===== src/rtl/core/first_occurrence_search_defines.svh =====
// ----------------------------------------------------------------------------
// Assertion macros used by the first-occurrence search RTL
// ----------------------------------------------------------------------------
`ifndef FIRST_OCCURRENCE_SEARCH_DEFINES_SVH
`define FIRST_OCCURRENCE_SEARCH_DEFINES_SVH

// Same-cycle implication, checked on every clk edge outside reset
`define FOS_ASSERT_NOW(lbl, ante, cons, msg) \
  lbl: assert property (@(posedge clk) disable iff (rst) (ante) |-> (cons)) else $error(msg);

// Next-cycle implication, checked on every clk edge outside reset
`define FOS_ASSERT_NEXT(lbl, ante, cons, msg) \
  lbl: assert property (@(posedge clk) disable iff (rst) (ante) |=> (cons)) else $error(msg);

`endif


===== src/rtl/core/fos_ram.sv =====
// ----------------------------------------------------------------------------
// fos_ram
// Generic simple dual-port RAM, one write port, one registered read port.
// ----------------------------------------------------------------------------
`timescale 1ns / 1ps
`default_nettype none

module fos_ram #(
  parameter int WIDTH = 32,
  parameter int DEPTH = 128
) (
  input  wire logic                     clk,
  input  wire logic                     we,
  input  wire logic [$clog2(DEPTH)-1:0] waddr,
  input  wire logic [WIDTH-1:0]         wdata,
  input  wire logic                     re,
  input  wire logic [$clog2(DEPTH)-1:0] raddr,
  output      logic [WIDTH-1:0]         rdata
);

  logic [WIDTH-1:0] mem [DEPTH];

  always_ff @(posedge clk) begin
    if (we) begin
      mem[waddr] <= wdata;
    end
    if (re) begin
      rdata <= mem[raddr];
    end
  end

endmodule

`default_nettype wire


===== config.mk =====
export PLATFORM = sky130hd
export DESIGN_NAME = fos_ram
export DESIGN_NICKNAME = d
export VERILOG_FILES = /design/src/rtl/core/first_occurrence_search_defines.svh /design/src/rtl/core/fos_ram.sv
export SDC_FILE = /design/constraint.sdc
export NUM_CORES = 2
export LEC_CHECK = 0
export ABC_AREA = 1
export CORE_ASPECT_RATIO = 1.75
export CORE_MARGIN = 4
export CORE_UTILIZATION = 56
export CTS_CLUSTER_SIZE = 8
export DETAILED_ROUTE_END_ITERATION = 6
export DONT_BUFFER_PORTS = 1
export PLACE_DENSITY = 0.74
export SKIP_LAST_GASP = 1
export SYNTH_ARGS = -nofsm -noshare
export SYNTH_HDL_FRONTEND = slang
export SYNTH_SLANG_ARGS = --single-unit

===== constraint.sdc =====
create_clock -name clk -period 2.4 [get_ports clk]
set_input_delay 0.24 -clock clk [delete_from_list [all_inputs] [get_ports clk]]
set_output_delay 0.24 -clock clk [all_outputs]
set_load 0.02 [all_outputs]

# Yosys cells after proc, flatten, opt, wreduce, memory -nomap -nowiden
# Memories as Yosys holds them, arrays and structs flattened. A register that Yosys moved wholly into a read port is not among the register bits.
# Cells that the tools add are included.
# classes
muxes	2
# ops
op	n
$mux 1	2
# word_totals
register_bits	0
ramBits	4096
in_bits	49
out_inout_bits	32
n_memories	1
# memory_table
name	depth	width	read_ports	rd_clocked_by_memory_dff	wr	line_no	text
mem	128	32	1	1	1	fos_ram.sv:21	logic [WIDTH-1:0] mem [DEPTH];

# Depth between registers and ports, before layout
# depth
word_depth	2
depth_mapped	13

# Worst setup path after synthesis
# No wires, ideal clock.
# synth_timing
kind	input to register
start	in we
end	mem mem[105][0], enable pin
setup_ns	0.421
t_arrival_ns	2.217
required_ns	1.979
slack_ns	-0.238
path_stages	4
path_cell_list	clkbuf_1 > nand2_1 > clkbuf_1 > nor2_1
# synth_via
elab_chain_len	2
# synth_rtl
element	line_no	text
start, declared	fos_ram.sv:13	input wire logic we,
$mux 1	fos_ram.sv:24	if (we) begin
$mux 1 (not written as such)	fos_ram.sv:25	mem[waddr] <= wdata;
end, declared	fos_ram.sv:21	
# Every way passes these cells.

==> run metrics <==
Setup-failing EPs final 32; CTS Buffer Depth 4; FMAX 0.278 GHz; Setup Crit Path Kind in2reg; gr ovfl total 0; crit path max fanout 1025; Synth Area per Inst 12.3 um^2; final instance area 0.192 mm^2; Yosys warnings 0; DRT iter0 DRCs 16700; Via density roughly 6.5; Slowest-stage cell, CP clkinv_16; Reg area 0.124 mm^2; switching share of power 0.218; Synth area leader edfxtp_1; crit start category primary input; First-pass DRT Iterations 7; routability cong. 0.852; Synth Register Bits 4128; CTS Sinks about 4100; path category of the worst min-delay check in2reg; Data required, critical path 3.04 ns; WHS Path Cells 4; Detail Placement HPWL about 250000 um; Post-Route WL 508000 um; footprint of the multi-input gates 0.0373 mm^2; part of the power in registers 0.492; Mapped Cells 13400; vias about 110k; Static Leak 0.0675 uW; row count around 260; cells along the critical path clkinv_16, buf_12, buf_12, buf_4, nand3_1, nand3_1, nand3_1, nand3_1, nand3_1, nand3_4, nand2_1; Initial Util 0.563; largest net degree at the start of global routing between 1000 and 1500; Slew Viols, Final 981; crit end category flip-flop; IO Port Bufs 0; FF-to-FF path depth 9; top cells by area, synth edfxtp_1 75%, nand3_1 12%, nand2_1 9.4%; Relative slew margins -1.43; status finished with violations; top cells by count, synth 4151 x nand2_1, 4128 x edfxtp_1, 4035 x nand3_1, 602 x buf_2, 134 x nor2_1; EDFF count, synth 4128; overall power 163000 uW; P per Cell Area about 850 mW/mm^2; Worst VDD drop 955 uV; die height approximately 730 um; die area 0.304 mm^2; Ports just over 80; share of layout cells above drive strength 1 0.107; violated checks design-rule violations, max-slew violations, negative setup slack; CTS tree done; fill count 19500; combinational share of power 0.059; crit path DAT roughly 4.2 ns; Total Routing Usage GR 0.328; CORE AREA about 0.29 mm^2; Die Wd 418 um; crit-path max cell delay 0.63 ns; DRC 1; slew at the pin with the worst max-slew slack 3.65 ns; Total Nets Final around 14000; max-cap violations 0; clock power share 0.448; Internal ~130000 uW; area of the mapped netlist between 0.15 and 0.2 mm^2; top_reg_cell synth edfxtp_1; placed inst area 0.174 mm^2; Worst Slack Setup Final -1.20 ns; Syn-to-layout area delta 16.3%; Final Skew roughly 0.046 ns; initial antenna violation count 22; first-pass GRT wire length 732000 um; fin crit share 1.50; Cell variety after synth 14; drt wl/cell ~29 um; Post-Syn Nets around 13000; final worst path period need 3.60 ns; Final Hold Viols 0; Clock transition at path regs 0.05 ns; CTS Buf Count 590; RSZ-0062 raised after global routing yes; CP most frequent cell nand3_1; CTS H-tree lvls 6; most frequent cell after synthesis nand2_1; clock latency on the worst-skew pair approximately 0.93 ns; clk root buf clkbuf_16; vias in the first global route 113000; net switching power ~36000 uW; Synth top area share 0.751; ys async rst share 0; part of the Yosys area used for sequential elements 0.751; Final ANT Viol Nets 0
==> final cells by class <==
type / instances / share of cell area
Clock buffer: 608 / 0.0793
Antenna cell: 8 / 0.000104
Multi-Input combinational cell: 8328 / 0.195
Sequential cell: 4128 / 0.646
Inverter: 24 / 0.000796
Clock inverter: 33 / 0.00243
Tap cell: 3842 / 0.0251
Timing Repair Buffer: 732 / 0.0516
==> flip-flops by register name (all words and copies together), names as in the netlist <==
signal / count
rdata: 32
mem: 4096
==> critical path, delay by kind of cell <==
kind | cells | cell delay [ns]
buffers and inverters | 4 | 1.47
and+or+nand+nor | 7 | 1.19
==> repair_timing <==
item,in CTS,in global routing
buffers inserted,0,4
setup endpoints to repair,32,30
pin swaps,0,1
gates cloned,14,6
endpoints found under the hold margin,4252,32
gates resized for setup,8,8
hold buffers,73,5
==> cells in the final DEF, fill, tap and decap left out, types with 12 or more instances in the layout <==
cell / Yosys / layout
nand2_1: 4151 / 4143
edfxtp_1: 4128 / 4128
nand3_1: 4035 / 4029
clkbuf_16: 0 / 614
buf_4: 86 / 389
buf_12: 0 / 234
nor2_4: 0 / 128
buf_16: 0 / 48
dlygate4sd3_1: 0 / 42
inv_1: 20 / 18
inv_6: 0 / 15
clkinv_8: 0 / 15
bufbuf_16: 0 / 12
==> logic make-up after synthesis <==
| logic type | count (synthesis) | share of synthesized area |
|---|---|---|
| buffers and inverters | 933 | 0.0284 |
| flip-flops | 4128 | 0.751 |
| AND/OR/NAND/NOR | 8328 | 0.220 |
==> layer usage <==
metal / track usage / vias up / routed length (um)
li1: - / 48600 / -
met1: 0.390 / 55400 / 160000
met2: 0.530 / 8830 / 241000
met3: 0.0740 / 1975 / 65300
met4: 0.230 / 18 / 42000
met5: 0 / - / 125
==> power groups by stage <==
| stage | logic [uW] | clock network [uW] | registers (uW) |
|---|---|---|---|
| global placement | 7350 | 0 | 81400 |
| finish | 9690 | 73000 | 80200 |
| detailed placement | 7480 | 0 | 81400 |
| floorplan | 4780 | 0 | 81300 |
| CTS | 9270 | 73100 | 80200 |
| global route | 10100 | 76400 | 80100 |
==> metrics by stage <==
step	cells	setup WS, ns	hold WS, ns	util	TNS (ns)
finish	17700	-1.20	0.000593	0.654	-33.05
global route	17700	0.0202	-0.00167	0.654	0
floorplan	13400	-0.238	0.339	-	-747.30
global placement	17000	-2.47	0.346	0.594	-66.72
detailed placement	17000	-2.48	0.346	0.594	-67.51
CTS	17700	-0.0314	-0.303	0.653	-0.0314
==> path summary, 6_finish.rpt <==
check                    from   endpoint  slack, ns
setup / recovery     raddr[1]  rdata[17]      -1.20
hold / removal       raddr[5]  rdata[26]     0.0006
setup reg to reg  mem[95][12]  rdata[12]       0.20
hold reg to reg     mem[9][5]   rdata[5]       0.93
Power figures use the tool's default switching activity.
