**src/rtl/core/first_occurrence_search_defines.svh**
```systemverilog
// ----------------------------------------------------------------------------
// Assertion macros used by the first-occurrence search RTL
// ----------------------------------------------------------------------------
`ifndef FIRST_OCCURRENCE_SEARCH_DEFINES_SVH
`define FIRST_OCCURRENCE_SEARCH_DEFINES_SVH

// Same-cycle implication, checked on every clk edge outside reset
`define FOS_ASSERT_NOW(lbl, ante, cons, msg) \
  lbl: assert property (@(posedge clk) disable iff (rst) (ante) |-> (cons)) else $error(msg);

// Next-cycle implication, checked on every clk edge outside reset
`define FOS_ASSERT_NEXT(lbl, ante, cons, msg) \
  lbl: assert property (@(posedge clk) disable iff (rst) (ante) |=> (cons)) else $error(msg);

`endif

```
**src/rtl/core/fos_pkg.sv**
```systemverilog
// ----------------------------------------------------------------------------
// fos_pkg
// Types and constants shared by the first-occurrence search modules.
// ----------------------------------------------------------------------------
`timescale 1ns / 1ps
`default_nettype none

package fos_pkg;

  localparam int VALUE_W = 32;
  localparam int POS_W   = 7;

  localparam logic KIND_LOAD  = 1'b0;
  localparam logic KIND_QUERY = 1'b1;

  localparam logic MODE_LINEAR = 1'b0;
  localparam logic MODE_BINARY = 1'b1;

  // Controller to datapath
  typedef struct packed {
    logic load;   // append the incoming word to the store
    logic start;  // capture key and set up search bounds
    logic probe;  // issue a store read at the current probe index
    logic step;   // compare read data and advance the search
    logic emit;   // load the result register
  } fos_cmd_t;

  // Datapath to controller
  typedef struct packed {
    logic active; // search still has entries left to probe
  } fos_sts_t;

endpackage

`default_nettype wire

```
**src/rtl/core/fos_ctrl.sv**
```systemverilog
// ----------------------------------------------------------------------------
// fos_ctrl
// Sequencer: accepts words, steps the search through read/compare, emits.
// ----------------------------------------------------------------------------
`timescale 1ns / 1ps
`default_nettype none

module fos_ctrl (
  input  wire logic              clk,
  input  wire logic              rst,
  input  wire logic              in_valid,
  input  wire logic              in_kind,
  output      logic              in_ready,
  output      logic              out_valid,
  input  wire logic              out_ready,
  input  wire fos_pkg::fos_sts_t sts,
  output      fos_pkg::fos_cmd_t cmd
);
  import fos_pkg::*;

  typedef enum logic [1:0] {
    ST_IDLE,
    ST_READ,
    ST_CMP,
    ST_DONE
  } state_t;

  state_t state;
  state_t state_next;

  assign in_ready = (state == ST_IDLE);

  always_comb begin
    cmd        = '0;
    state_next = state;
    case (state)
      ST_IDLE: begin
        if (in_valid) begin
          if (in_kind == KIND_QUERY) begin
            cmd.start  = 1'b1;
            state_next = ST_READ;
          end else begin
            cmd.load = 1'b1;
          end
        end
      end
      ST_READ: begin
        if (sts.active) begin
          cmd.probe  = 1'b1;
          state_next = ST_CMP;
        end else begin
          state_next = ST_DONE;
        end
      end
      ST_CMP: begin
        cmd.step   = 1'b1;
        state_next = ST_READ;
      end
      ST_DONE: begin
        // hold the result until the output register frees up
        if (!out_valid || out_ready) begin
          cmd.emit   = 1'b1;
          state_next = ST_IDLE;
        end
      end
      default: begin
        state_next = ST_IDLE;
      end
    endcase
  end

  always_ff @(posedge clk) begin
    if (rst) begin
      state     <= ST_IDLE;
      out_valid <= 1'b0;
    end else begin
      state <= state_next;
      if (cmd.emit) begin
        out_valid <= 1'b1;
      end else if (out_ready) begin
        out_valid <= 1'b0;
      end
    end
  end

endmodule

`default_nettype wire

```
**config.mk**
```make
export PLATFORM = sky130hd
export DESIGN_NAME = fos_ctrl
export DESIGN_NICKNAME = d
export VERILOG_FILES = /design/src/rtl/core/first_occurrence_search_defines.svh /design/src/rtl/core/fos_pkg.sv /design/src/rtl/core/fos_ctrl.sv
export SDC_FILE = /design/constraint.sdc
export NUM_CORES = 1
export LEC_CHECK = 0
export BUFFER_PORTS_ARGS = -buffer_cell sky130_fd_sc_hd__buf_2
export CORE_AREA = 2 2 39 41
export CTS_BUF_LIST = sky130_fd_sc_hd__clkbuf_4 sky130_fd_sc_hd__clkbuf_8 sky130_fd_sc_hd__clkbuf_16
export CTS_CLUSTER_SIZE = 20
export DETAILED_ROUTE_END_ITERATION = 12
export DIE_AREA = 0 0 41 43
export HOLD_SLACK_MARGIN = 0.12
export MAX_ROUTING_LAYER = met4
export PLACE_DENSITY = 0.38
export SETUP_SLACK_MARGIN = 0.05
export SLEW_MARGIN = 20
export SYNTH_ARGS = -nofsm -noshare
export SYNTH_HDL_FRONTEND = slang
export SYNTH_SLANG_ARGS = --single-unit
```
**constraint.sdc**
```tcl
create_clock -name clk -period 0.8 [get_ports clk]
set_input_delay 0.04 -clock clk [delete_from_list [all_inputs] [get_ports clk]]
set_output_delay 0.04 -clock clk [all_outputs]
set_load 0.01 [all_outputs]
```
# ---- After elaboration in Yosys (flattened, before gate mapping)
# Index checks and enable logic that the tools add are counted.
dict set report op_classes {
  mux 16
  n_reduce_logical 5
  eq_ne 6
}
# cell count
set ops {}
lappend ops {{two-way mux 1 bit} 10}
lappend ops {{two-way mux 2 bit} 5}
lappend ops {{case mux 2 bit (4 select lines)} 1}
lappend ops {{!= test 2 bit, second input constant} 3}
lappend ops {{equality test 2 bit, second input constant} 2}
lappend ops {{AND reduction 3 bit} 1}
lappend ops {{equality test 2 x 1 -> 1 bit, second input constant} 1}
lappend ops {{zero test 2 bit} 1}
lappend ops {{nonzero test 2 bit} 1}
lappend ops {{zero test 1 bit} 1}
lappend ops {{logical OR 1 bit} 1}
dict set report totals {
  input_bits 6
  elab_cells 29
  reg_bits 3
}

# ---- Longest topological paths before layout
dict set report depth {
  word_depth 5
  depth_mapped 3
  mapped_depth_nobuf 3
}

# ---- Worst setup path before layout
# Ideal clock, no wire load.
dict set report synth_path {
  kind {register -> register}
  start {register out_valid}
  end {register state[0]}
  period_less_slack_ns 0.895
  setup_slack_ns -0.095
  stages_incl_launch_ff 4
  required_ns 0.712
  arrival_time_ns 0.807
  setup_time_ns 0.088
  cell_sequence {dfxtp_1 > nand2b_4 > nor2b_4 > nor4_2}
}
dict set report synth_between {
  elab_chain_len 4
}
# element line_no
set synth_lines {}
lappend synth_lines {{start: declaration} fos_ctrl.sv:14} ;# output logic out_valid,
lappend synth_lines {{start signal: assignment} fos_ctrl.sv:75} ;# out_valid <= 1'b0;
lappend synth_lines {{start signal: assignment} fos_ctrl.sv:79} ;# out_valid <= 1'b1;
lappend synth_lines {{start signal: assignment} fos_ctrl.sv:81} ;# out_valid <= 1'b0;
lappend synth_lines {{zero test 1 bit} fos_ctrl.sv:61} ;# if (!out_valid || out_ready) begin
lappend synth_lines {{logical OR 1 bit} fos_ctrl.sv:61}
lappend synth_lines {{!= test 2 bit (no source line)} --}
lappend synth_lines {{AND reduction 3 bit (no source line)} --}
lappend synth_lines {{end signal: assignment} fos_ctrl.sv:77} ;# state <= state_next;
lappend synth_lines {{end: declaration} fos_ctrl.sv:28} ;# state_t state;
# Every way passes these cells.
# A chain may end at the register's enable or synchronous reset.

==> results.py <==
metrics = {
    "outcome": {
        "status": "complete, but fails checks",
        "violations": "setup timing",
    },
    "placed_design": {
        "place.gp.congestion": 0.693,
        "placedInstanceArea_sq_um": 265,
        "port_buffers": 12,
        "hpwlAfterDp_um": 401,
    },
    "detailed_routing": {
        "drtPass1Iterations": 1,
        "route.vias.total": 217,
        "wl_per_cell_um": 9.34,
        "wl_um": 523,
        "antenna_left": 0,
        "post-route-drc-count": 0,
        "viasPerCell": 3.88,
        "drt_iter0_drc": 0,
    },
    "global_routing": {
        "grt_start_max_net_pins": 7,
        "antenna_found_initial": 0,
        "grt_pass1_wl_um": 841,
        "grt-ovfl-total": 0,
        "grt_pass1_vias": 238,
        "grt_util_all_layers": 0.0760,
    },
    "run": {
        "drv_cap": 0,
    },
    "synthesis": {
        "yosys_warnings": 0,
        "synth_top_family_by_area": "simple AND/OR/NAND/NOR gates",
        "synth.avg_cell_area_sq_um": 8.97,
        "netlist_instances": 18,
        "synthAdderAreaFrac": 0,
        "synthXorXnorAreaFrac": 0,
        "synth_area_sq_um": 161,
        "synth_compound_area_frac": 0.109,
        "synth-seq-cells": 3,
        "synth_fp_nets": 24,
        "synth.yosys.seq_area_share": 0.372,
        "synth.distinct_cells": 12,
        "synthMuxAreaShare": 0,
        "synthSimpleGateAreaFrac": 0.519,
    },
    "timing": {
        "setup-tns-final_ns": -1.27,
        "postLayoutSetupSlackWorst_ns": -0.235,
        "fmax_mhz": 966,
        "hold_violations": 0,
        "slew_violations": 0,
        "relSlewSlack": 0.801,
        "post-route-min-period_ns": 1.03,
        "rsz0062_at_grt": "yes",
        "worst_slew_pin_slew_ns": 0.297,
        "finalSetupViolCount": 7,
        "period_share": 1.29,
        "clock_skew_ns": 0.000878,
    },
    "clocking": {
        "clk_transition_reported_paths_ns": 0.04,
        "cts.path.max_buffers": 2,
        "cts_tree": "done",
        "clkLatencyLatePin_ns": 0.23,
        "clockRootBuffer": "clkbuf_4",
        "cts-buffers-inserted": 3,
        "clock-sinks": 3,
        "htreeDepth": 1,
    },
    "layout": {
        "antenna_cells": 0,
        "mostFrequentLayoutCell": "buf_2",
        "final_nets": 47,
        "final_cell_mix": "buf_2 (7), buf_6 (5), buf_4 (5)",
        "final_area_sq_um": 387,
        "area_growth_syn_to_layout_pct": 140,
        "drive_gt1_frac": 0.825,
    },
    "critical_path": {
        "cp.arrival_ns": 0.99,
        "critPathLaunchType": "flop",
        "required_ns": 0.76,
        "cp-end-kind": "output pin",
        "critPathMaxFanout": 6,
        "crit_type": "flop to output pin",
    },
    "die": {
        "core_sq_um": 1380,
        "rows": 14,
        "dieArea_sq_um": 1760,
        "die_h_um": 43,
        "die_w_um": 41,
        "boundaryPins": 13,
        "start_util": 0.117,
    },
    "pwr": {
        "irDropWorstVdd_uv": 481,
        "p_leak_uw": 0.000182,
        "total_power_uw": 641,
        "p_per_area_nw_per_um2": 1660,
    },
    "worst_hold_path": {
        "hp-class": "input port to flop",
    },
}
[kinds of logic (layout without fill, tap and decap cells)]
logic type / count (synthesis) / in the layout
buf+inv: 0 / 22
simple gates: 12 / 12
flops: 3 / 3
compound gates: 3 / 3
[sequential cells by signal, summed over array words and instances, names as in the netlist]
name / cells
out_valid: 1
state: 2
[synth_stat cells]
master / n / area (sq um)
nor2b_1: 1 / 6.26
and3_1: 1 / 6.26
nor2b_4: 1 / 13.8
a211oi_1: 1 / 7.51
nand2b_1: 1 / 6.26
nand2_2: 1 / 6.26
dfxtp_1: 3 / 60.1
nor4_2: 1 / 12.5
nand2_1: 2 / 7.51
a21oi_1: 2 / 10.0
nand2b_4: 1 / 13.8
nor2_1: 3 / 11.3
[per-stage QoR]
| step | util | hold WS (ns) | setup WS [ns] | cells |
|---|---|---|---|---|
| after global placement | 0.192 | 0.234 | -0.0511 | 47 |
| after detailed placement | 0.192 | 0.240 | -0.0817 | 47 |
| after global routing | 0.279 | 0.108 | -0.270 | 56 |
| after CTS | 0.275 | 0.174 | -0.219 | 56 |
| final | 0.279 | 0.0804 | -0.235 | 56 |
| after floorplan | - | 0.0994 | -0.0343 | 18 |
[where the power goes]
part | switching [uW] | internal (uW) | total (uW)
sequential | 20.0 | 158 | 177
clock | 82.1 | 221 | 303
combinational | 64.5 | 96.0 | 160
total | 167 | 474 | 641
[critical path, stage by stage, from the launching register on]
cell     delay, ns
dfxtp_4       0.36
nor2_4        0.12
nand2_1       0.08
nor2_2        0.07
buf_2         0.12
[final timing paths]
kind / from / endpoint / slack [ns] / cells after the start
setup reg to reg: state[1] / state[0] / -0.16 / 3
hold reg to reg: state[1] / state[1] / 0.48 / 1
hold / removal: rst / state[1] / 0.08 / 3
setup / recovery: state[1] / cmd[4] / -0.23 / 4
[layer usage]
| metal | GRT usage | up-vias | wire, um |
|---|---|---|---|
| met3 | 0.0157 | 0 | 9 |
| met1 | 0.0511 | 108 | 127 |
| li1 | - | 107 | - |
| met5 | - | - | 0 |
| met4 | 0.0600 | 0 | 0 |
| met2 | 0.144 | 2 | 387 |
[timing repair]
item                                    4_1_cts  5_1_grt
buffers inserted                              4        0
endpoints found under the setup margin        8        9
hold buffers                                  1        1
resized for setup                            11        1
hold endpoints to repair                      3        2
pin swaps                                     3        0
[cell type report]
| cell class | count | area (sq um) |
|---|---|---|
| multi-input combinational | 15 | 126 |
| sequential | 3 | 71.3 |
| clock buffer | 4 | 30.0 |
| timing repair buffer | 18 | 139 |
| fill | 149 | 997 |
| tap | 16 | 20.0 |
Note: power is estimated with default switching activity, not from simulation.
