[config.mk]
export PLATFORM = sky130hd
export DESIGN_NAME = fos_dp
export DESIGN_NICKNAME = d
export VERILOG_FILES = /design/src/rtl/core/first_occurrence_search_defines.svh /design/src/rtl/core/fos_pkg.sv /design/src/rtl/core/fos_dp.sv
export SDC_FILE = /design/constraint.sdc
export NUM_CORES = 1
export LEC_CHECK = 0
export CAP_MARGIN = 20
export CORE_MARGIN = 3
export CORE_UTILIZATION = 58
export CTS_CLUSTER_SIZE = 8
export DETAILED_ROUTE_END_ITERATION = 10
export DONT_BUFFER_PORTS = 1
export PLACE_DENSITY = 0.76
export RECOVER_POWER = 25
export SLEW_MARGIN = 5
export SYNTH_ARGS = -nofsm -noshare
export SYNTH_HDL_FRONTEND = slang
export SYNTH_SLANG_ARGS = --single-unit
[constraint.sdc]
create_clock -name clk -period 4.1 [get_ports clk]
set_input_delay 1.025 -clock clk [delete_from_list [all_inputs] [get_ports clk]]
set_output_delay 1.025 -clock clk [all_outputs]
set_load 0.03 [all_outputs]
[src/rtl/core/first_occurrence_search_defines.svh]
// ----------------------------------------------------------------------------
// Assertion macros used by the first-occurrence search RTL
// ----------------------------------------------------------------------------
`ifndef FIRST_OCCURRENCE_SEARCH_DEFINES_SVH
`define FIRST_OCCURRENCE_SEARCH_DEFINES_SVH

// Same-cycle implication, checked on every clk edge outside reset
`define FOS_ASSERT_NOW(lbl, ante, cons, msg) \
  lbl: assert property (@(posedge clk) disable iff (rst) (ante) |-> (cons)) else $error(msg);

// Next-cycle implication, checked on every clk edge outside reset
`define FOS_ASSERT_NEXT(lbl, ante, cons, msg) \
  lbl: assert property (@(posedge clk) disable iff (rst) (ante) |=> (cons)) else $error(msg);

`endif

[src/rtl/core/fos_pkg.sv]
// ----------------------------------------------------------------------------
// fos_pkg
// Types and constants shared by the first-occurrence search modules.
// ----------------------------------------------------------------------------
`timescale 1ns / 1ps
`default_nettype none

package fos_pkg;

  localparam int VALUE_W = 32;
  localparam int POS_W   = 7;

  localparam logic KIND_LOAD  = 1'b0;
  localparam logic KIND_QUERY = 1'b1;

  localparam logic MODE_LINEAR = 1'b0;
  localparam logic MODE_BINARY = 1'b1;

  // Controller to datapath
  typedef struct packed {
    logic load;   // append the incoming word to the store
    logic start;  // capture key and set up search bounds
    logic probe;  // issue a store read at the current probe index
    logic step;   // compare read data and advance the search
    logic emit;   // load the result register
  } fos_cmd_t;

  // Datapath to controller
  typedef struct packed {
    logic active; // search still has entries left to probe
  } fos_sts_t;

endpackage

`default_nettype wire

[src/rtl/core/fos_dp.sv]
// ----------------------------------------------------------------------------
// fos_dp
// Datapath: array bookkeeping, search bounds, key compare, result register.
// ----------------------------------------------------------------------------
`timescale 1ns / 1ps
`default_nettype none

module fos_dp #(
  parameter int DEPTH = 128
) (
  input  wire logic                          clk,
  input  wire logic                          rst,
  input  wire logic                          cfg_we,
  input  wire logic                          cfg_wdata,
  input  wire logic signed [fos_pkg::VALUE_W-1:0] in_value,
  input  wire logic                          in_last,
  input  wire fos_pkg::fos_cmd_t             cmd,
  output      fos_pkg::fos_sts_t             sts,
  output      logic                          ram_we,
  output      logic [$clog2(DEPTH)-1:0]      ram_waddr,
  output      logic [fos_pkg::VALUE_W-1:0]   ram_wdata,
  output      logic                          ram_re,
  output      logic [$clog2(DEPTH)-1:0]      ram_raddr,
  input  wire logic [fos_pkg::VALUE_W-1:0]   ram_rdata,
  output      logic                          found,
  output      logic [fos_pkg::POS_W-1:0]     position,
  output      logic                          overflow
);
  import fos_pkg::*;

  localparam int AW = $clog2(DEPTH);
  localparam int CW = $clog2(DEPTH + 1);
  localparam int PW = (CW > POS_W) ? CW : POS_W;

  // array bookkeeping
  logic          mode;
  logic [CW-1:0] count;
  logic          closed;
  logic          dropped;

  // search state
  logic signed [VALUE_W-1:0] key;
  logic [CW-1:0]             lo;
  logic [CW-1:0]             hi1;   // one past the upper bound
  logic [CW-1:0]             idx;   // linear scan index
  logic                      hit;
  logic [CW-1:0]             hit_idx;

  logic [CW-1:0]       eff_count;
  logic                eff_dropped;
  logic                full;
  logic [CW-1:0]       mid;
  logic [CW-1:0]       probe_idx;
  logic                eq;
  logic                lt;
  logic [PW-1:0]       hit_idx_ext;

  // a load into a closed array starts a new one
  assign eff_count   = closed ? '0 : count;
  assign eff_dropped = closed ? 1'b0 : dropped;
  assign full        = (eff_count == CW'(DEPTH));

  assign ram_we    = cmd.load && !full;
  assign ram_waddr = eff_count[AW-1:0];
  assign ram_wdata = in_value;

  assign mid       = lo + ((hi1 - lo - CW'(1)) >> 1);
  assign probe_idx = (mode == MODE_BINARY) ? mid : idx;
  assign ram_re    = cmd.probe;
  assign ram_raddr = probe_idx[AW-1:0];

  assign eq = ($signed(ram_rdata) == key);
  assign lt = (key < $signed(ram_rdata));

  always_comb begin
    if (mode == MODE_BINARY) begin
      sts.active = (lo < hi1);
    end else begin
      sts.active = (idx < count) && !hit;
    end
  end

  always_ff @(posedge clk) begin
    if (rst) begin
      mode    <= MODE_LINEAR;
      count   <= '0;
      closed  <= 1'b1;
      dropped <= 1'b0;
    end else begin
      if (cfg_we) begin
        mode <= cfg_wdata;
      end
      if (cmd.load) begin
        count   <= full ? eff_count : eff_count + CW'(1);
        dropped <= eff_dropped | full;
        closed  <= in_last;
      end
    end
  end

  always_ff @(posedge clk) begin
    if (cmd.start) begin
      key     <= in_value;
      lo      <= '0;
      hi1     <= count;
      idx     <= '0;
      hit     <= 1'b0;
      hit_idx <= '0;
    end else if (cmd.step) begin
      if (mode == MODE_BINARY) begin
        // lower-bound search: keep narrowing left on a match
        if (eq) begin
          hit     <= 1'b1;
          hit_idx <= mid;
          hi1     <= mid;
        end else if (lt) begin
          hi1 <= mid;
        end else begin
          lo <= mid + CW'(1);
        end
      end else begin
        if (eq) begin
          hit     <= 1'b1;
          hit_idx <= idx;
        end else begin
          idx <= idx + CW'(1);
        end
      end
    end
  end

  assign hit_idx_ext = PW'(hit_idx);

  always_ff @(posedge clk) begin
    if (cmd.emit) begin
      found    <= hit;
      position <= hit_idx_ext[POS_W-1:0];
      overflow <= dropped;
    end
  end

endmodule

`default_nettype wire
Word level (Yosys, flattened, before mapping) --
Index checks and enable logic that the tools add are counted.
Word-level totals: flip-flop bits (word level) 84, input bits 74, output and inout bits 58, logic and storage cells 52
Operators by class: add/sub/neg operators 6, order comparisons 3, equality and inequality tests 2, mux-type cells 13, bitwise operators 4, reduce and logical (&&, ||, !) cells 11
Operators by type and width (number):
- $mux W8 | 7
- $eq A32 B32 Y1 | 1
- $lt A32 B32 Y1 | 1
- $mux W7 | 4
- $add A8 B1 Y8 const B | 3
- $lt A8 B8 Y1 | 2
- $add A8 B7 Y8 | 1
- $eq A8 B8 Y1 const B | 1
- $sub A8 B1 Y8 const B | 1
- $sub A8 B8 Y8 | 1
- $reduce_and A3 Y1 | 2
- $reduce_and A4 Y1 | 1
- $reduce_bool A2 Y1 | 2
- $not A1 Y1 | 3
- $reduce_bool A3 Y1 | 1
- $logic_and A1 B1 Y1 | 2
- $logic_not A1 Y1 | 2
- $mux W1 | 2
- $reduce_and A2 Y1 | 1
- $or A1 B1 Y1 | 1

Depth between registers and ports, before layout --
Gate-level depths: netlist (run 1).
word-level depth 8, gate-level depth with buffers 17, depth with buffers taken out 17

Least setup slack after synthesis (run 1) --
No wires, ideal clock.
path kind register -> output, from register lo[1], to output port ram_raddr[6], arrival 3.376 ns, required time 3.075 ns, setup slack -0.301 ns, stages on the path, launching flop included 16, buffers on the path 0, cell sequence dfxtp_1 inv_1 ha_1 and3b_1 o21ai_0 nand2b_1 a21o_1 a21o_1 and4_1 a311o_1 ha_1 inv_1 nor3_1 a311oi_1 o311a_1 mux2i_1
Between the ends: cells in the longest elaborated chain, start to end 4
Ends and longest elaborated chain:
- start, declared | RTL line fos_dp.sv:43 | logic [CW-1:0] lo;
- start signal, assigned | RTL line fos_dp.sv:119 | lo <= mid + CW'(1);
- $sub A8 B8 Y8 | RTL line fos_dp.sv:67 | assign mid = lo + ((hi1 - lo - CW'(1)) >> 1);
- $sub A8 B1 Y8 | RTL line fos_dp.sv:67
- $add A8 B7 Y8 (*) | RTL line fos_dp.sv:67
- $mux W7 (*) | RTL line fos_dp.sv:68 | assign probe_idx = (mode == MODE_BINARY) ? mid : idx;
- end, declared | RTL line fos_dp.sv:23 | output logic [$clog2(DEPTH)-1:0] ram_raddr,
Every way passes the cells marked *; elsewhere a longest branch is shown, timed or not.

Final worst setup path (run 1) --
from register hi1[1], to output port ram_raddr[6]
Between the ends: cells in the longest elaborated chain, start to end 4
Ends and longest elaborated chain:
- start, declared | RTL line fos_dp.sv:44 | logic [CW-1:0] hi1;
- start signal, assigned | RTL line fos_dp.sv:105 | hi1 <= count;
- start signal, assigned | RTL line fos_dp.sv:115 | hi1 <= mid;
- start signal, assigned | RTL line fos_dp.sv:117 | hi1 <= mid;
- $sub A8 B8 Y8 | RTL line fos_dp.sv:67
- $sub A8 B1 Y8 | RTL line fos_dp.sv:67
- $add A8 B7 Y8 | RTL line fos_dp.sv:67
- $mux W7 | RTL line fos_dp.sv:68
Every way passes these cells.

==> results of run 1 <==
cells in the mapped netlist, drive strengths merged (13+ instances only):
| cell | instances | share of area [%] |
|---|---|---|
| inv | 68 | 4.9 |
| ha | 64 | 15 |
| edfxtp | 49 | 28 |
| nor2 | 47 | 3.4 |
| buf | 35 | 4.9 |
| dfxtp | 35 | 13 |
| a21oi | 27 | 2.6 |
| nand2 | 24 | 1.7 |
| o21ai | 24 | 2.3 |
| nand4 | 15 | 1.8 |
| mux2i | 13 | 2.5 |
registers in the layout, indices dropped and copies added, names as in the netlist:
name / flops
position: 7
count: 8
overflow: 1
lo: 8
hit_idx: 7
dropped: 1
key: 32
found: 1
idx: 8
hi1: 8
hit: 1
closed: 1
mode: 1
cells by family after synthesis:
family                     after synthesis  synth area share [%]
muxes                                   19                  3.76
buffers and inverters                  111                  10.3
adders and majority gates               66                  16.0
AOI/OAI and AO/OA                       98                  11.9
xor gates and xnor gates                23                  3.83
and+or+nand+nor                        138                  12.9
DFF                                     84                  41.3
what timing repair did:
action / in CTS / in global routing
setup endpoints to repair: 3 / 8
pin swaps: 16 / 13
gates resized for setup: 11 / 20
hold endpoints to repair: 0 / 0
buffers inserted: 11 / 5
path summary, 6_finish.rpt:
path / to / cells after the start / slack [ns] / start
max: ram_raddr[6] / 13 / -0.39 / hi1[1]$_DFFE_PP_
min: overflow$_DFFE_PP_ / 0 / 0.44 / dropped$_SDFFE_PP0P_
max reg2reg: lo[7]$_SDFFE_PP0P_ / 24 / -0.32 / hi1[1]$_DFFE_PP_
min reg2reg: overflow$_DFFE_PP_ / 0 / 0.44 / dropped$_SDFFE_PP0P_
per-stage QoR:
stage               setup TNS, ns  setup WS, ns  utilization (%)
finish                      -1.53        -0.388             64.6
detailed placement        -0.0941       -0.0747             59.5
global route                -2.06        -0.518             64.6
CTS                        -0.538        -0.227             63.0
floorplan                       0        0.0519                -
global placement                0        0.0464             59.5
where the power goes:
group	internal [mW]	switching, mW
Combinational	0.570	0.645
Clock	0.282	0.300
Sequential	0.968	0.0473
routing by layer:
| layer | up-vias | global-route usage [%] | share of wire [%] |
|---|---|---|---|
| li1 | 1851 | - | - |
| met5 | - | 0 | 0 |
| met4 | 0 | 8.90 | 2.8 |
| met3 | 33 | 6.68 | 6.8 |
| met1 | 1884 | 27.0 | 40 |
| met2 | 168 | 37.0 | 51 |
worst reg2reg max path, cell delays in order, from the launching register on:
cell and delay, ns:
sky130_fd_sc_hd__edfxtp_1 0.41, sky130_fd_sc_hd__ha_1 0.32, sky130_fd_sc_hd__and3b_1 0.19, sky130_fd_sc_hd__o21ai_2 0.13, sky130_fd_sc_hd__nand2b_1 0.10, sky130_fd_sc_hd__a21o_1 0.17
sky130_fd_sc_hd__a21o_1 0.16, sky130_fd_sc_hd__buf_4 0.13, sky130_fd_sc_hd__buf_6 0.12, sky130_fd_sc_hd__xor2_4 0.21, sky130_fd_sc_hd__ha_4 0.26, sky130_fd_sc_hd__a21oi_4 0.15
sky130_fd_sc_hd__o21ai_2 0.11, sky130_fd_sc_hd__buf_4 0.16, sky130_fd_sc_hd__buf_4 0.12, sky130_fd_sc_hd__buf_4 0.12, sky130_fd_sc_hd__buf_4 0.12, sky130_fd_sc_hd__buf_4 0.12
sky130_fd_sc_hd__buf_4 0.13, sky130_fd_sc_hd__buf_4 0.12, sky130_fd_sc_hd__buf_4 0.13, sky130_fd_sc_hd__a31oi_1 0.22, sky130_fd_sc_hd__xor2_1 0.27, sky130_fd_sc_hd__xnor2_1 0.11
sky130_fd_sc_hd__a31o_1 0.23
final cells by class:
class,count,area share (%)
tap,108,2.39
multi-input combinational,344,47.8
inverter,68,4.51
timing repair buffer,26,3.51
clock buffer,10,2.25
clock inverter,6,1.13
sequential,84,38.4
cell usage in the layout, fill, tap and decap left out, types with 2 or more instances in the layout:
master and instances:
sky130_fd_sc_hd__ha_1 61, sky130_fd_sc_hd__nand3_1 11, sky130_fd_sc_hd__mux2_4 3, sky130_fd_sc_hd__o21ai_0 21, sky130_fd_sc_hd__a21oi_1 25, sky130_fd_sc_hd__inv_1 66, sky130_fd_sc_hd__mux2_2 3, sky130_fd_sc_hd__nor2b_1 4
sky130_fd_sc_hd__nand4_1 15, sky130_fd_sc_hd__xnor2_1 8, sky130_fd_sc_hd__clkinvlp_4 2, sky130_fd_sc_hd__xor2_1 11, sky130_fd_sc_hd__nand2_1 23, sky130_fd_sc_hd__o21a_1 2, sky130_fd_sc_hd__ha_4 3, sky130_fd_sc_hd__mux2i_1 12
sky130_fd_sc_hd__and3_1 8, sky130_fd_sc_hd__fa_1 2, sky130_fd_sc_hd__nor3_1 5, sky130_fd_sc_hd__and4_1 4, sky130_fd_sc_hd__a21o_1 12, sky130_fd_sc_hd__a31oi_1 5, sky130_fd_sc_hd__a211oi_1 3, sky130_fd_sc_hd__o211ai_1 4
sky130_fd_sc_hd__edfxtp_1 49, sky130_fd_sc_hd__clkbuf_8 9, sky130_fd_sc_hd__o31ai_1 4, sky130_fd_sc_hd__a22oi_1 3, sky130_fd_sc_hd__xnor2_2 3, sky130_fd_sc_hd__nor4_1 5, sky130_fd_sc_hd__a221oi_1 2, sky130_fd_sc_hd__clkinv_2 2
sky130_fd_sc_hd__buf_4 25, sky130_fd_sc_hd__dfxtp_1 34, sky130_fd_sc_hd__inv_2 2, sky130_fd_sc_hd__o21ai_2 2, sky130_fd_sc_hd__nand2b_1 7, sky130_fd_sc_hd__nor2_1 46
==> results, run 1 <==
- Dividing the detail-routed wire length by the instance count gives 18.2 µm.
- After synthesis, flip-flops and latches occupy 41.3% of the total area.
- For this design, the slowest cell found on the critical path is sky130_fd_sc_hd__edfxtp_1.
- Clock tree synthesis inserted a total of 9 buffers.
- The antenna diode count is 0.
- Static timing analysis puts the maximum clock frequency at 223 MHz.
- The number of antenna violations at the first check in global routing is 0.
- The area of the core is 8760 µm².
- The number of placed I/O pins is 132.
- After technology mapping, the gate count stands at 539.
- The number of placed cells counting well taps is 615.
- The multi-input logic area is 2710 µm².
- The chip width is 101 µm.
- The number of enable flip-flop cells after synthesis is 49.
- The final reports fail on negative setup slack.
- Setup repair after global routing could not meet its margin everywhere.
- The number of buffers on the longest clock path is 2.
- The hold violation count in the final report is 0.
- The number of different library cells used by synthesis comes to 51.
- The number of pins with negative max-slew slack in the final report is 0.
- The synthesized design contains 84 register bits.
- The proportion of register bits with asynchronous set or reset after synthesis is 0%.
- From bottom edge to top edge, the die measures 101 µm.
- The maximum fanout encountered on the critical timing path is 6.
- IR analysis of the VDD net gives a maximum drop of 0.320 mV.
- The signal arrival time at the worst endpoint is 3.46 ns.
- The largest single stage delay on the critical path is 0.41 ns.
- In this design, the largest share of critical-path delay is due to compound AO/OA/AOI/OAI gates.
- The final critical path time including I/O delays and setup is 4.49 ns.
- In the post-route analysis, the smallest setup slack over all paths is -0.388 ns.
- The post-route cell area is 5660 µm².
- Traced cell by cell, the critical path runs through ha_1 -> and3b_1 -> o21ai_2 -> nand2b_1 -> a21o_1 -> a21o_1 -> and4_1 -> a311o_1 -> ha_4 -> nor2b_2 -> a311oi_2 -> o311a_1 -> mux2i_4.
- The mean area per synthesized cell is 9.75 µm².
- The static power due to leakage is 2.44 nW.
- The path class of the lowest-slack min-delay path is register to register.
- The total track usage is 22.2%.
- The synthesis-to-layout area growth is 7.66%.
- After clock tree synthesis, the flow added hold-fix buffers numbering 0.
- Clock tree synthesis selected as its root buffer the cell sky130_fd_sc_hd__clkbuf_8.
- For this run, the number of Yosys warnings is 0.
- On the final layout, the worst clock skew is 0.0138 ns.
- For the worst setup path, the data required time is 3.07 ns.
- The most used flip-flop cell after synthesis is sky130_fd_sc_hd__edfxtp_1.
- The count of maximum capacitance violations is 0.
- Clock-pin slew was measured on the worst setup and hold paths at 0.09 ns.
- The final setup violation count is 5.
- Cells with a size suffix above 1 make up 13.0% of the layout.
- The latest clock arrival within the worst-skew pair is 0.35 ns.
- The design draws 2.81 mW.
- The number of clock sinks is 84.
- The post-DP HPWL is 8360 µm.
- The net count of the mapped netlist is 679.
- The number of global-route vias before repair is 3,893.
- Dividing the detail-routed via count by the number of cells gives 6.09.
- Counting stages on the worst path, the most repeated cell is sky130_fd_sc_hd__a21o_1.
- Summing over every cut layer, the via total after detailed routing is 3,936.
- The flow ran to the end, but the final reports show violations.
- The final layout contains 673 nets.
- The first global-routing pass estimated 18,000 µm of wire.
- After floorplanning, the core was divided into 34 placement rows.
- The filler cell count is 660.
- The first-pass iteration count of the detailed router is 5.
- The critical path is of the register to output pin type.
- The post-synthesis instance area is 5260 µm².
- The final cycle utilization of the critical path is 109%.
- Once layout is complete, the cells apart from fillers number 646.
- In this run the power density over the cells is 497 nW/µm².
- For the pin with the worst max-slew slack, the measured transition is 0.794 ns.
- The count of buffer and inverter cells on the critical path is 0.
- The hold slack is 0.440 ns.
- The total length of routed wires is 11,700 µm.
- Once the floorplan was initialized, standard cells occupied 60.0% of the core.
- Buffers placed on the I/O ports in this run total 0.
- In this run the number of H-tree levels came out at 3.
- TritonCTS built the clock tree.
- The startpoint kind of the worst setup timing path is a register.
- Entering global routing, the biggest net connects 66 pins.
- The full die area is 10,200 µm².
- The routability congestion estimate from global placement is 0.881.
- Once detail routing completed, the nets flagged for antenna violations numbered 0.
- The first routing iteration left 243 violations.
- The capturing element type of the critical path is an output pin.
- The worst pin sits at a relative slew slack of 47.0%.
- Registers take 2170 µm².
- Once placement finished, the instance area stood at 5220 µm².
- For this run the aggregate overflow at the end of global routing stands at 0.
- The count of unresolved DRC violations after routing is 0.
No activity file was read; power rests on OpenSTA's default activity.
==> run 2, diff against run 1 <==
--- a/config.mk
+++ b/config.mk
@@ -8,11 +8,13 @@
 export CAP_MARGIN = 20
 export CORE_MARGIN = 3
 export CORE_UTILIZATION = 58
+export CTS_CLUSTER_DIAMETER = 30
 export CTS_CLUSTER_SIZE = 8
 export DETAILED_ROUTE_END_ITERATION = 10
 export DONT_BUFFER_PORTS = 1
 export PLACE_DENSITY = 0.76
 export RECOVER_POWER = 25
+export REMOVE_ABC_BUFFERS = 1
 export SLEW_MARGIN = 5
 export SYNTH_ARGS = -nofsm -noshare
 export SYNTH_HDL_FRONTEND = slang
==> results, run 2 (same netlist as run 1, synthesis figures left out) <==
- Run status: finished, violations left (unchanged).
- Violations in the final reports: negative setup slack (unchanged).
- The detailed-route vias per instance was 5.83 (was 6.09).
- The TritonCTS clock tree was built (unchanged).
- The register-to-register path setup slack is 0.70 ns (was -0.32 ns).
- The pin count of the biggest net entering global routing is 66 (unchanged).
- The most flop-heavy register was key (unchanged).
- The maximum vdd ir drop is 0.289 mV (was 0.320 mV).
- The launch instance of the worst register-to-register path was hi1[1]$_DFFE_PP_ (unchanged).
- The cell at the root of the clock tree is sky130_fd_sc_hd__clkbuf_8 (unchanged).
- The worst-case reg-to-reg path depth is 17 (was 24).
- The latest clock arrival within the worst-skew pair is 0.36 ns (was 0.35 ns).
- The utilization after layout is 62.7% (was 64.6%).
- The final setup violation count is 3 (was 5).
- The floorplan row count is 34 (unchanged).
- The fmax is 228 MHz (was 223 MHz).
- The switching portion of total power is 34.3% (was 35.3%).
- The final cycle utilization of the critical path is 107% (was 109%).
- The routability congestion estimate from global placement is 0.838 (was 0.881).
- The antenna diode count is 0 (unchanged).
- The routed length per placed instance is 16.9 µm (was 18.2 µm).
- The sequential power share came to 38.9% (was 36.1%).
- The worst relative slew slack is 51.7% (was 47.0%).
- The number of flip-flops in the largest register was 32 (unchanged).
- The signal arrival time at the worst endpoint is 3.37 ns (was 3.46 ns).
- The capturing element type of the critical path is an output pin (unchanged).
- The timing endpoint of the critical path is ram_raddr[6] (unchanged).
- The number of antenna violations at the first check in global routing is 0 (unchanged).
- The chip width is 101 µm (unchanged).
- The critical path class is register to output pin (unchanged).
- The setup slack after layout is -0.291 ns (was -0.388 ns).
- The worst setup path startpoint is hi1[1]$_DFFE_PP_ (unchanged).
- The hold violation count in the final report is 0 (unchanged).
- The number of global-route vias before repair is 3,798 (was 3,893).
- The final global-route overflow total is 0 (unchanged).
- The launch point of the worst hold path is hit_idx[6]$_SDFFE_PP0P_ (was dropped$_SDFFE_PP0P_).
- The DRC violation total after the first TritonRoute iteration came to 172 (was 243).
- The full die area was 10,200 µm² (unchanged).
- The cell-internal power came to 1.71 mW (was 1.82 mW).
- The data required time at the worst endpoint is 3.07 ns (about the same).
- The number of clock sinks was 84 (unchanged).
- The path class of the lowest-slack min-delay path was register to register (unchanged).
- The count of maximum capacitance violations is 0 (unchanged).
- The number of CTS-inserted buffers is 9 (unchanged).
- The final critical path time including I/O delays and setup is 4.39 ns (was 4.49 ns).
- The quantity of I/O buffers inserted on ports was 0 (unchanged).
- The post-DP HPWL is 8270 µm (was 8360 µm).
- The global-route wire length before repair is 17,700 µm (was 18,000 µm).
- Unrepaired setup endpoints after global routing: yes (unchanged).
- The static power due to leakage is 2.37 nW (was 2.44 nW).
- The reported net switching power came to 892 µW (was 992 µW).
- The final net count came to 665 (was 673).
- The starting utilization of the core area was 60.0% (unchanged).
- The clock power share is 22.3% (was 20.7%).
- The detailed-route via count was 3,718 (was 3,936).
- The first-pass iteration count of the detailed router came to 4 (was 5).
- Top library cells by usage in the layout, fill and taps aside: sky130_fd_sc_hd__inv_1 (67), sky130_fd_sc_hd__ha_1 (61), sky130_fd_sc_hd__edfxtp_1 (49) (was sky130_fd_sc_hd__inv_1 (66), sky130_fd_sc_hd__ha_1 (61), sky130_fd_sc_hd__edfxtp_1 (49)).
- The maximum fanout encountered on the critical timing path was 5 (was 6).
- The count of unresolved DRC violations after routing is 0 (unchanged).
- The endpoint of the most critical register-to-register path is lo[7]$_SDFFE_PP0P_ (unchanged).
- The area of the core is 8760 µm² (unchanged).
- The number of stages on the worst hold path is 0 (unchanged).
- The maximum clock skew at final layout is 0.00638 ns (was 0.0138 ns).
- The synthesis-to-layout area growth is 4.52% (was 7.66%).
- The startpoint kind of the worst setup timing path is a register (unchanged).
- The proportion of layout cells with a drive suffix above 1 came to 9.43% (was 13.0%).
- The floorplan die height is 101 µm (unchanged).
- The number of buffers on the longest clock path is 2 (unchanged).
- The slew of the pin with the lowest slew margin is 0.721 ns (was 0.794 ns).
- The part of the total power dissipated in combinational logic was 38.8% (was 43.2%).
- The post-route antenna net violation count is 0 (unchanged).
- The total track usage came to 22.0% (was 22.2%).
- The total power density per cell area was 474 nW/µm² (was 497 nW/µm²).
- The clock-pin slew reported for the worst setup and hold paths after clock tree synthesis is 0.08 ns (was 0.09 ns).
- The sum of internal, switching and leakage power came to 2.60 mW (was 2.81 mW).
- The H-tree depth reported by CTS is 3 (unchanged).
- The number of pins with negative max-slew slack in the final report is 0 (unchanged).
- The leading cell type in the layout, fill and taps excluded is sky130_fd_sc_hd__inv_1 (unchanged).
- The number of placed I/O pins is 132 (unchanged).
- The total length of routed wires is 10,800 µm (was 11,700 µm).
[run 2: cell types whose count changed in the layout (fill, tap and decap cells not counted), sizes merged]
cell / before / now
buf: 26 / 18
clkinv: 2 / 4
clkinvlp: 2 / 1
inv: 69 / 68
[run 2: timing repair]
action                                 in CTS  in global routing
setup endpoints to repair                   3                  4
pin swaps                                  10                  4
cloned                                      0                  0
resized for setup                           7                  7
endpoints found under the hold margin       0                  0
hold buffers                                0                  0
buffers inserted                            1                  1
[run 2: power by group through the flow]
stage	Clock (mW)	Sequential [mW]	Combinational (mW)
detailed placement	0	1.03	0.914
global placement	0	1.03	0.881
floorplan	0	1.02	0.667
global route	0.627	1.02	1.12
CTS	0.590	1.01	0.959
finish	0.580	1.01	1.01
[run 2: worst max-delay path, cell delays in order (launching register included)]
cell                       delay (ns)
sky130_fd_sc_hd__edfxtp_1        0.45
sky130_fd_sc_hd__ha_4            0.24
sky130_fd_sc_hd__and3b_1         0.18
sky130_fd_sc_hd__o21ai_1         0.13
sky130_fd_sc_hd__nand2b_1        0.09
sky130_fd_sc_hd__a21o_1          0.16
sky130_fd_sc_hd__a21o_1          0.16
sky130_fd_sc_hd__and4_1          0.15
sky130_fd_sc_hd__a311o_1         0.31
sky130_fd_sc_hd__ha_4            0.32
sky130_fd_sc_hd__inv_2           0.05
sky130_fd_sc_hd__a311oi_2        0.24
sky130_fd_sc_hd__o311a_1         0.24
sky130_fd_sc_hd__mux2i_1         0.09
sky130_fd_sc_hd__buf_4           0.20
[run 2: worst min-delay path by stage]
stage	to	slack (ns)
floorplan	position[0]$_DFFE_PP_	0.41
global placement	position[0]$_DFFE_PP_	0.42
detailed placement	position[6]$_DFFE_PP_	0.41
CTS	position[6]$_DFFE_PP_	0.43
global route	position[2]$_DFFE_PP_	0.45
finish	position[6]$_DFFE_PP_	0.43
[run 2: cell type report]
class / count / area (µm²)
multi-input combinational: 344 / 2600
timing repair buffer: 18 / 139
sequential: 84 / 2170
fill: 719 / 3270
clock buffer: 10 / 128
clock inverter: 6 / 65.1
inverter: 68 / 255
tap: 108 / 135
[run 2: metal layers]
metal | GRT usage (%) | wire (µm) | vias up
met5 | 0 | 0 | -
met4 | 7.26 | 192 | 0
met3 | 5.17 | 546 | 16
met2 | 38.1 | 5470 | 106
met1 | 26.9 | 4600 | 1759
li1 | - | - | 1837
[run 2: per-stage QoR]
stage               hold slack, ns  cell area (µm²)  TNS (ns)  setup WS, ns  std cells
detailed placement           0.412             5230    -0.165        -0.165        620
floorplan                    0.408             4970    -0.301        -0.301        496
finish                       0.432             5500    -0.725        -0.291        638
CTS                          0.431             5450    -0.839        -0.326        637
global route                 0.446             5500     -1.11        -0.442        638
global placement             0.415             5230   -0.0770       -0.0770        620
==> run 3, diff against run 2 <==
--- a/config.mk
+++ b/config.mk
@@ -7,13 +7,12 @@
 export LEC_CHECK = 0
 export CAP_MARGIN = 20
 export CORE_MARGIN = 3
-export CORE_UTILIZATION = 58
+export CORE_UTILIZATION = 25
 export CTS_CLUSTER_DIAMETER = 30
 export CTS_CLUSTER_SIZE = 8
 export DETAILED_ROUTE_END_ITERATION = 10
 export DONT_BUFFER_PORTS = 1
-export PLACE_DENSITY = 0.76
-export RECOVER_POWER = 25
+export RECOVER_POWER = 100
 export REMOVE_ABC_BUFFERS = 1
 export SLEW_MARGIN = 5
 export SYNTH_ARGS = -nofsm -noshare
==> results, run 3 (same netlist as run 1, synthesis figures left out) <==
- The number of pins with negative max-slew slack in the final report is 0 (unchanged).
- The number of clock sinks was 84 (unchanged).
- The hold slack came to 0.434 ns (was 0.432 ns).
- The leading cell type in the layout, fill and taps excluded is sky130_fd_sc_hd__inv_1 (unchanged).
- The global-route wire length before repair came to 19,100 µm (was 17,700 µm).
- The routability congestion estimate from global placement came to 0.798 (was 0.838).
- The total power density per cell area is 491 nW/µm² (was 474 nW/µm²).
- The quantity of I/O buffers inserted on ports was 0 (unchanged).
- The pin count of the biggest net entering global routing is 66 (unchanged).
- The H-tree depth reported by CTS is 3 (unchanged).
- The startpoint kind of the worst setup timing path is a register (unchanged).
- The path class of the lowest-slack min-delay path is register to register (unchanged).
- The post-route antenna net violation count was 0 (unchanged).
- The static power due to leakage is 2.42 nW (was 2.37 nW).
- The worst-case hold path end point is position[0]$_DFFE_PP_ (was position[6]$_DFFE_PP_).
- The final net count is 670 (was 665).
- The setup slack after layout is -0.257 ns (was -0.291 ns).
- The starting utilization of the core area is 25.7% (was 60.0%).
- The count of unresolved DRC violations after routing is 0 (unchanged).
- The antenna diode count is 0 (unchanged).
- The cell at the root of the clock tree was sky130_fd_sc_hd__clkbuf_16 (was sky130_fd_sc_hd__clkbuf_8).
- The clock-pin slew reported for the worst setup and hold paths after clock tree synthesis was 0.06 ns (was 0.08 ns).
- The post-route cell area is 5830 µm² (was 5500 µm²).
- The routed length per placed instance was 14.8 µm (was 16.9 µm).
- The register-to-register path setup slack was 0.58 ns (was 0.70 ns).
- The total length of routed wires is 11,900 µm (was 10,800 µm).
- The met1 global-route usage is 13.2% (was 26.9%).
- The hold violation count in the final report is 0 (unchanged).
- Run status: finished, violations left (unchanged).
- The first-pass iteration count of the detailed router is 4 (unchanged).
- The maximum fanout encountered on the critical timing path came to 4 (was 5).
- The full die area is 22,800 µm² (was 10,200 µm²).
- The worst relative slew slack is 51.3% (was 51.7%).
- The number of buffers on the longest clock path is 2 (unchanged).
- Violations in the final reports: negative setup slack (unchanged).
- The TritonCTS clock tree is built (unchanged).
- The met2 usage in global routing is 18.5% (was 38.1%).
- The final critical path time including I/O delays and setup came to 4.36 ns (was 4.39 ns).
- The detailed-route via count came to 3,640 (was 3,718).
- The slew of the pin with the lowest slew margin is 0.728 ns (was 0.721 ns).
- The fraction of met3 tracks used by global routing came to 2.42% (was 5.17%).
- The number of global-route vias before repair is 3,652 (was 3,798).
- The number of placed I/O pins was 132 (unchanged).
- The number of flip-flops in the largest register is 32 (unchanged).
- The number of antenna violations at the first check in global routing is 0 (unchanged).
- The launch point of the worst hold path is hit_idx[0]$_SDFFE_PP0P_ (was hit_idx[6]$_SDFFE_PP0P_).
- The number of stages on the worst hold path is 0 (unchanged).
- The launch instance of the worst register-to-register path was hi1[1]$_DFFE_PP_ (unchanged).
- The data required time at the worst endpoint came to 3.07 ns (about the same).
- The DRC violation total after the first TritonRoute iteration is 138 (was 172).
- The capturing element type of the critical path is an output pin (unchanged).
- The chip width is 151 µm (was 101 µm).
- The proportion of layout cells with a drive suffix above 1 is 9.72% (was 9.43%).
- The most flop-heavy register was key (unchanged).
- The total track usage is 10.7% (was 22.0%).
- The latest clock arrival within the worst-skew pair is 0.34 ns (was 0.36 ns).
- The synthesis-to-layout area growth is 10.8% (was 4.52%).
- The critical path class is register to output pin (unchanged).
- The final setup violation count is 3 (unchanged).
- The count of maximum capacitance violations came to 0 (unchanged).
- The endpoint of the most critical register-to-register path is lo[7]$_SDFFE_PP0P_ (unchanged).
- The area after detailed placement is 5440 µm² (was 5230 µm²).
- The maximum vdd ir drop is 0.219 mV (was 0.289 mV).
- The final cycle utilization of the critical path is 106% (was 107%).
- The maximum clock skew at final layout is 0.00860 ns (was 0.00638 ns).
- Top library cells by usage in the layout, fill and taps aside: sky130_fd_sc_hd__inv_1 (67), sky130_fd_sc_hd__ha_1 (61), sky130_fd_sc_hd__edfxtp_1 (49) (unchanged).
- The area of the core is 20,400 µm² (was 8760 µm²).
- The floorplan die height came to 151 µm (was 101 µm).
- The detailed-route vias per instance is 4.52 (was 5.83).
- The floorplan row count is 52 (was 34).
- Unrepaired setup endpoints after global routing: yes (unchanged).
- The final global-route overflow total is 0 (unchanged).
- The post-DP HPWL was 9200 µm (was 8270 µm).
- The most used routing layer is met2 (unchanged).
- The number of CTS-inserted buffers is 9 (unchanged).
- The worst-case reg-to-reg path depth was 18 (was 17).
- The signal arrival time at the worst endpoint is 3.33 ns (was 3.37 ns).
- The fmax is 230 MHz (was 228 MHz).
[run 3: cell count changes in the layout (fill, tap and decap cells not counted), sizes merged]
cell,change
clkbuf,+6
clkinvlp,-1
[run 3: final cells by class]
type                            count  area (µm²)
Timing Repair Buffer               23         158
Sequential cell                    84        2170
Clock inverter                      5        53.8
Fill cell                        2159       14600
Clock buffer                       11         233
Multi-Input combinational cell    344        2610
Tap cell                          270         338
Inverter                           68         258
[run 3: per-stage QoR]
step	cells	util, %	total power [mW]	setup TNS, ns	setup slack [ns]
floorplan	496	-	1.69	-0.301	-0.301
global placement	783	26.6	1.92	-0.104	-0.104
detailed placement	783	26.6	1.93	-0.178	-0.178
CTS	802	28.4	2.83	-0.550	-0.253
global route	805	28.5	3.08	-1.38	-0.459
finish	805	28.5	2.86	-0.549	-0.257
[run 3: how the worst max path moves through the flow]
stage / start / endpoint / slack (ns) / depth (start not counted)
6_report: hi1[1]$_DFFE_PP_ / ram_raddr[6] / -0.26 / 15
5_1_grt: hi1[1]$_DFFE_PP_ / ram_raddr[6] / -0.46 / 15
4_1_cts: hi1[1]$_DFFE_PP_ / ram_raddr[6] / -0.25 / 14
3_5_place_dp: hi1[1]$_DFFE_PP_ / ram_raddr[6] / -0.18 / 15
3_3_place_gp: hi1[1]$_DFFE_PP_ / ram_raddr[6] / -0.10 / 15
2_1_floorplan: lo[1]$_SDFFE_PP0P_ / ram_raddr[6] / -0.30 / 15
[run 3: worst max-delay path, stage by stage (launching register included)]
cell and delay, ns:
sky130_fd_sc_hd__edfxtp_1 0.43, sky130_fd_sc_hd__ha_4 0.24, sky130_fd_sc_hd__and3b_1 0.17, sky130_fd_sc_hd__o21ai_2 0.12
sky130_fd_sc_hd__nand2b_1 0.09, sky130_fd_sc_hd__a21o_1 0.17, sky130_fd_sc_hd__a21o_1 0.16, sky130_fd_sc_hd__and4_1 0.14
sky130_fd_sc_hd__a311o_1 0.35, sky130_fd_sc_hd__ha_4 0.25, sky130_fd_sc_hd__inv_4 0.06, sky130_fd_sc_hd__nor3_2 0.04
sky130_fd_sc_hd__a311oi_2 0.25, sky130_fd_sc_hd__o311a_1 0.23, sky130_fd_sc_hd__mux2i_1 0.08, sky130_fd_sc_hd__buf_4 0.20
[run 3: what timing repair did]
item,CTS,global route
setup endpoints to repair,3,5
gates resized for setup,13,7
buffers inserted,4,3
hold buffers,0,0
pin swaps,12,8
[run 3: power by group]
| part | switching, mW | total (mW) | internal (mW) |
|---|---|---|---|
| combinational | 0.543 | 1.05 | 0.503 |
| clock | 0.328 | 0.798 | 0.470 |
| sequential | 0.0445 | 1.01 | 0.969 |
| total | 0.916 | 2.86 | 1.94 |
[run 3: per-layer routing]
metal / part of all wire, % / wire [µm]
met5: 0 / 0
met1: 45 / 5340
met4: 1.7 / 202
met2: 50 / 5960
met3: 3.3 / 395
